### src/sv/gaps_pkg.sv
package gaps_pkg;

    localparam int SIDE  = 64;
    localparam int CRDW  = $clog2(SIDE);
    localparam int NCELL = SIDE * SIDE;
    localparam int IDXW  = $clog2(NCELL);
    localparam int CNTW  = IDXW + 1;
    localparam int ESTW  = 11;
    localparam int COSTW = 16;

    localparam logic [4:0] STEP_COST = 5'd10;
    localparam logic [4:0] DIAG_COST = 5'd14;

    localparam logic [1:0] OP_WRITE  = 2'd0;
    localparam logic [1:0] OP_SEARCH = 2'd1;
    localparam logic [1:0] OP_READ   = 2'd2;

    localparam logic [1:0] ST_OK      = 2'd0;
    localparam logic [1:0] ST_NOPATH  = 2'd1;
    localparam logic [1:0] ST_BLOCKED = 2'd2;
    localparam logic [1:0] ST_RANGE   = 2'd3;

    localparam logic [1:0] REG_WIDTH  = 2'd0;
    localparam logic [1:0] REG_HEIGHT = 2'd1;
    localparam logic [1:0] REG_DIAG   = 2'd2;
    localparam logic [1:0] REG_HMODE  = 2'd3;

    localparam logic [1:0] HM_EUCLID = 2'd1;
    localparam logic [1:0] HM_OCTAL  = 2'd2;

    localparam logic [1:0] STEP_DX [8] = '{2'b00, 2'b01, 2'b00, 2'b11,
                                           2'b11, 2'b01, 2'b11, 2'b01};
    localparam logic [1:0] STEP_DY [8] = '{2'b01, 2'b00, 2'b11, 2'b00,
                                           2'b11, 2'b01, 2'b01, 2'b11};

    localparam logic [4:0] ACT_NONE  = 5'd0;
    localparam logic [4:0] ACT_FCLR  = 5'd1;
    localparam logic [4:0] ACT_PBO   = 5'd2;
    localparam logic [4:0] ACT_CHKA  = 5'd3;
    localparam logic [4:0] ACT_CHKB  = 5'd4;
    localparam logic [4:0] ACT_CHKC  = 5'd5;
    localparam logic [4:0] ACT_NCLR  = 5'd6;
    localparam logic [4:0] ACT_SEST  = 5'd7;
    localparam logic [4:0] ACT_SRCW  = 5'd8;
    localparam logic [4:0] ACT_SCANI = 5'd9;
    localparam logic [4:0] ACT_SCAN  = 5'd10;
    localparam logic [4:0] ACT_PICK  = 5'd11;
    localparam logic [4:0] ACT_NBA   = 5'd12;
    localparam logic [4:0] ACT_NBR   = 5'd13;
    localparam logic [4:0] ACT_NBD   = 5'd14;
    localparam logic [4:0] ACT_NBW   = 5'd15;
    localparam logic [4:0] ACT_NXT   = 5'd16;
    localparam logic [4:0] ACT_TBR   = 5'd17;
    localparam logic [4:0] ACT_TBW   = 5'd18;
    localparam logic [4:0] ACT_EMIT  = 5'd19;

    typedef struct packed {
        logic              closed;
        logic              open;
        logic [COSTW-1:0]  cost;
        logic [ESTW-1:0]   est;
        logic [2:0]        pdir;
    } node_t;

    typedef struct packed {
        logic       take;
        logic [4:0] act;
    } cmd_t;

    typedef struct packed {
        logic       in_valid;
        logic [1:0] in_op;
        logic       in_rd_ok;
        logic       out_free;
        logic       fclr_last;
        logic       ncl_last;
        logic       ep_ok;
        logic       est_done;
        logic       scan_done;
        logic       any;
        logic       is_target;
        logic       nb_in;
        logic       nb_new;
        logic       last_dir;
        logic       tb_end;
    } stat_t;

endpackage

### src/sv/gaps_ctrl.sv
module gaps_ctrl (
    input  logic            aclk,
    input  logic            aresetn,
    input  gaps_pkg::stat_t stat,
    output gaps_pkg::cmd_t  cmd
);
    import gaps_pkg::*;

    localparam logic [4:0] S_FCLR  = 5'd0;
    localparam logic [4:0] S_IDLE  = 5'd1;
    localparam logic [4:0] S_PBW   = 5'd2;
    localparam logic [4:0] S_PBO   = 5'd3;
    localparam logic [4:0] S_CHKA  = 5'd4;
    localparam logic [4:0] S_CHKB  = 5'd5;
    localparam logic [4:0] S_CHKC  = 5'd6;
    localparam logic [4:0] S_NCLR  = 5'd7;
    localparam logic [4:0] S_SEST  = 5'd8;
    localparam logic [4:0] S_SESTW = 5'd9;
    localparam logic [4:0] S_SCANI = 5'd10;
    localparam logic [4:0] S_SCAN  = 5'd11;
    localparam logic [4:0] S_PICK  = 5'd12;
    localparam logic [4:0] S_NBA   = 5'd13;
    localparam logic [4:0] S_NBR   = 5'd14;
    localparam logic [4:0] S_NBD   = 5'd15;
    localparam logic [4:0] S_NBE   = 5'd16;
    localparam logic [4:0] S_NXT   = 5'd17;
    localparam logic [4:0] S_TBR   = 5'd18;
    localparam logic [4:0] S_TBW   = 5'd19;
    localparam logic [4:0] S_EMIT  = 5'd20;

    logic [4:0] state_reg, state_next;

    always_comb begin
        state_next = state_reg;
        cmd        = '0;
        unique case (state_reg)
            S_FCLR: begin
                cmd.act = ACT_FCLR;
                if (stat.fclr_last) state_next = S_IDLE;
            end
            S_IDLE: begin
                cmd.take = stat.out_free;
                if (stat.out_free && stat.in_valid) begin
                    if (stat.in_op == OP_SEARCH) begin
                        state_next = S_CHKA;
                    end else if ((stat.in_op == OP_READ) && stat.in_rd_ok) begin
                        state_next = S_PBW;
                    end
                end
            end
            S_PBW: state_next = S_PBO;
            S_PBO: begin
                if (stat.out_free) begin
                    cmd.act    = ACT_PBO;
                    state_next = S_IDLE;
                end
            end
            S_CHKA: begin
                cmd.act    = ACT_CHKA;
                state_next = S_CHKB;
            end
            S_CHKB: begin
                cmd.act    = ACT_CHKB;
                state_next = S_CHKC;
            end
            S_CHKC: begin
                cmd.act    = ACT_CHKC;
                state_next = stat.ep_ok ? S_NCLR : S_EMIT;
            end
            S_NCLR: begin
                cmd.act = ACT_NCLR;
                if (stat.ncl_last) state_next = S_SEST;
            end
            S_SEST: begin
                cmd.act    = ACT_SEST;
                state_next = S_SESTW;
            end
            S_SESTW: begin
                if (stat.est_done) begin
                    cmd.act    = ACT_SRCW;
                    state_next = S_SCANI;
                end
            end
            S_SCANI: begin
                cmd.act    = ACT_SCANI;
                state_next = S_SCAN;
            end
            S_SCAN: begin
                cmd.act = ACT_SCAN;
                if (stat.scan_done) state_next = S_PICK;
            end
            S_PICK: begin
                cmd.act = ACT_PICK;
                priority if (!stat.any) begin
                    state_next = S_EMIT;
                end else if (stat.is_target) begin
                    state_next = S_TBR;
                end else begin
                    state_next = S_NBA;
                end
            end
            S_NBA: begin
                cmd.act    = ACT_NBA;
                state_next = S_NBR;
            end
            S_NBR: begin
                if (stat.nb_in) begin
                    cmd.act    = ACT_NBR;
                    state_next = S_NBD;
                end else begin
                    state_next = S_NXT;
                end
            end
            S_NBD: begin
                cmd.act    = ACT_NBD;
                state_next = stat.nb_new ? S_NBE : S_NXT;
            end
            S_NBE: begin
                if (stat.est_done) begin
                    cmd.act    = ACT_NBW;
                    state_next = S_NXT;
                end
            end
            S_NXT: begin
                cmd.act    = ACT_NXT;
                state_next = stat.last_dir ? S_SCANI : S_NBA;
            end
            S_TBR: begin
                cmd.act    = ACT_TBR;
                state_next = S_TBW;
            end
            S_TBW: begin
                cmd.act    = ACT_TBW;
                state_next = stat.tb_end ? S_EMIT : S_TBR;
            end
            S_EMIT: begin
                if (stat.out_free) begin
                    cmd.act    = ACT_EMIT;
                    state_next = S_IDLE;
                end
            end
            default: state_next = S_IDLE;
        endcase
    end

    always_ff @(posedge aclk) begin
        if (!aresetn) begin
            state_reg <= S_FCLR;
        end else begin
            state_reg <= state_next;
        end
    end

endmodule

### config.mk
export PLATFORM = sky130hd
export DESIGN_NAME = gaps_ctrl
export DESIGN_NICKNAME = d
export VERILOG_FILES = /design/src/sv/gaps_pkg.sv /design/src/sv/gaps_ctrl.sv
export SDC_FILE = /design/constraint.sdc
export NUM_CORES = 1
export LEC_CHECK = 0
export BUFFER_PORTS_ARGS = -buffer_cell sky130_fd_sc_hd__buf_2
export CAP_MARGIN = 30
export CELL_PAD_IN_SITES_DETAIL_PLACEMENT = 0
export CELL_PAD_IN_SITES_GLOBAL_PLACEMENT = 2
export CORE_MARGIN = 5
export CORE_UTILIZATION = 25
export CTS_BUF_LIST = sky130_fd_sc_hd__clkbuf_4 sky130_fd_sc_hd__clkbuf_8
export DETAILED_ROUTE_END_ITERATION = 16
export HOLD_SLACK_MARGIN = 0.1
export MAX_ROUTING_LAYER = met4
export PLACE_DENSITY = 0.7
export SKIP_CTS_REPAIR_TIMING = 1
export SLEW_MARGIN = 20
export SYNTH_ARGS = -nofsm -noshare
export SYNTH_HDL_FRONTEND = slang
export SYNTH_SLANG_ARGS = --single-unit
### constraint.sdc
create_clock -name aclk -period 2.6 [get_ports aclk]
set_clock_uncertainty 0.15 [all_clocks]
set_input_delay 0 -clock aclk [delete_from_list [all_inputs] [get_ports aclk]]
set_output_delay 0 -clock aclk [all_outputs]
set_load 0.005 [all_outputs]
==> results.md <==
* Status: finished clean
* Clock sink total at 5
* Highest clock rate at approximately 440 MHz
* Total leakage power at roughly 0.5 nW
* # rows at 22
* Final period util at 0.8749
* Worst Path Required at approximately 2500 ps
* Max cap viols at 0
* Mux contribution to synthesized area at 0.02111
* Seq/Total Area, Yosys at 0.1055
* CP arrival at 2120 ps
* DP Area at 1096 µm²
* RSZ-0062 raised after global routing: false
* Cells after synthesis at 140
* Diodes inserted at 0
* Routed Antenna Nets at 0
* Largest net degree at the start of global routing at 20
* Layout area overhead at 21.77%
* Detailed Route WL at ~3300 µm
* Cell area after layout at 1155 µm²
* I/O Pins at 24
* Post-synthesis register bit count at 5
* CTS tree: built
* # port buffers at 23
* GR Overflow Total at 0
* Mapped Nets at 158
* Max Root-Sink Buffers at 2
* Initial core utilization at 0.2591
* TritonCTS buffer count at 3
* Ys Warns at 0
* Max transition margin at 0.5693
* Worst Setup End Kind: primary output
* Tightest Pin Transition at 645.1 ps
* GRT Overall Usage at 0.1269
* H-tree levels at 1
* Synthesized-area fraction occupied by adder cells at 0.01055
* Hold Crit Class: primary input to register
* Crit Path Max Fanout at 16
* Number of flops mapped to enable cells by yosys at 0
* PD cells at 1051 nW/µm²
* Fill cells at 399
* Fin. Hold Viols at 0
* Antenna violations before repair at 0
* PnR worst setup slack at 325.2 ps
* DP HPWL at 2469 µm
* DR vias at between 1,000 and 1,500
* Most used DFF post-synth: dfxtp_1
* DRT Pass-1 Iters at 4
* Clock-pin slew on the worst setup and hold paths at 40 ps
* # setup viols final at 0
* Fraction of layout cells with a size suffix above 1 at 0.2515
* Core area at about 3700 µm²
* XOR/XNOR Fraction of Synth Area at 0
* Setup WS pre-CTS at 386.2 ps
* Yosys cell types at 50
* Root buffer cell: clkbuf_8
* Initial DRC count at 86
* Drt wl/cell at 15.50 µm
* Hold_ws at 138.6 ps
* Compound-Gate Fraction of Synth Area at 0.4103
* Number of flip-flops in the largest register at 5
* Vias per cell at roughly 5.4
* Post-Syn Area at 948.4 µm²
* Clock latency on the worst-skew pair at 220 ps
* RD Place Congestion at 0.8255
* Total negative slack at 0 ps
* Largest family of logic cells by synthesized area: compound AO/OA/AOI/OAI gates
* Simple-gate portion of the synthesized area at 0.3285
* Asr flop ratio synth at 0
* Syn Area/Cell at around 6.8 µm²
* Final min period at 2275 ps
* Setup CP Type: register to primary output
* # nets final at 182
* Crit start category: register
* DRC at 0
* Power Total at 1.213 mW
* Fin. max-slew vios at 0
* Die Ht at 71.59 µm
* Die ar. at 5125 µm²
* Worst IR Drop VDD at 256.1 µV
* Die Span X at 71.59 µm
* First-pass GRT wire length at about 5300 µm
* Vias in the first global route at 1,071
==> cells in the final DEF (no fill, tap or decap), drive strengths merged, types with 2 or more instances in the layout <==
master / n
a21o: 3
a21oi: 14
a221oi: 2
and2: 3
and3: 2
buf: 32
clkbuf: 4
dfxtp: 5
inv: 6
mux2i: 2
nand2: 12
nand2b: 4
nand3: 6
nand4: 3
nor2: 7
nor2b: 4
nor3: 6
nor3b: 4
o2111ai: 2
o211ai: 3
o21ai: 12
o22ai: 2
o311a: 2
==> report_power, final <==
part / leakage (nW) / internal (mW) / total, mW / switching, mW
registers: 0.0411 / 0.106 / 0.228 / 0.122
logic: 0.419 / 0.390 / 0.834 / 0.444
clock network: 0.0262 / 0.116 / 0.152 / 0.0364
total: 0.486 / 0.611 / 1.21 / 0.602
==> synth_stat cells (all sizes together), types with 2 or more instances <==
master    n  area, µm²
a21oi    14      70.07
buf      12      87.58
nand2    12      45.04
o21ai    12      60.06
nor2      7      26.28
inv       6      22.52
nand3     6      30.03
nor3      6      30.03
dfxtp     5      100.1
nand2b    4      25.02
nor2b     4      25.02
nor3b     4      30.03
a21o      3      22.52
and2      3      18.77
nand4     3      25.02
o211ai    3      27.52
a221oi    2      17.52
and3      2      12.51
clkbuf    2      7.510
mux2i     2      20.02
o2111ai   2      17.52
o22ai     2      12.51
o311a     2      20.02
==> cells by family (layout without fill, tap and decap cells) <==
group                    Yosys count  after routing
adder cells (fa/ha/maj)            1              1
flip-flops                         5              5
buffers and inverters             20             43
AO/OA/AOI/OAI                     56             56
AND/OR/NAND/NOR                   56             56
multiplexers                       2              2
==> worst max-delay path, stage by stage, from the launching register on <==
cell     delay (ps)
dfxtp_1         680
buf_4           250
nor2b_1         280
a21oi_1         130
nor4_1          250
a41oi_1          80
o21ai_0          90
buf_2           140
==> final timing paths <==
check / cells past startpoint / slack [ps] / from / endpoint
worst max register to register: 5 / 370 / state_reg[0]$_SDFFE_PN0P_ / state_reg[0]$_SDFFE_PN0P_
worst max-delay path: 7 / 330 / state_reg[4]$_SDFFE_PN0P_ / cmd[2]
worst min-delay path: 5 / 140 / stat[4] / state_reg[2]$_SDFFE_PN0P_
worst min register to register: 2 / 610 / state_reg[4]$_SDFFE_PN0P_ / state_reg[4]$_SDFFE_PN0P_
==> per-stage QoR <==
step | instances | utilization
6_report | 211 | 0.3154
2_1_floorplan | 140 | -
3_3_place_gp | 206 | 0.2994
4_1_cts | 210 | 0.3127
3_5_place_dp | 206 | 0.2994
5_1_grt | 211 | 0.3154
==> area by class of cell <==
type,count,area [µm²],area share
Timing Repair Buffer,33,192.7,0.1668
Clock buffer,4,48.80,0.04225
Sequential cell,5,100.1,0.08667
Inverter,6,22.52,0.01950
Tap cell,48,60.06,0.05200
Multi-Input combinational cell,115,730.7,0.6327
==> per-layer routing <==
| metal | routed length, µm | track usage | part of all wire | vias to the layer above |
|---|---|---|---|---|
| met3 | 197 | 0.008415 | 0.060 | 2 |
| met5 | 0 | - | 0 | - |
| met1 | 1634 | 0.1873 | 0.50 | 529 |
| met2 | 1407 | 0.1867 | 0.43 | 40 |
| met4 | 29 | 0.02923 | 0.0089 | 0 |
| li1 | - | - | - | 577 |
Note: power is estimated with default switching activity, not from simulation.
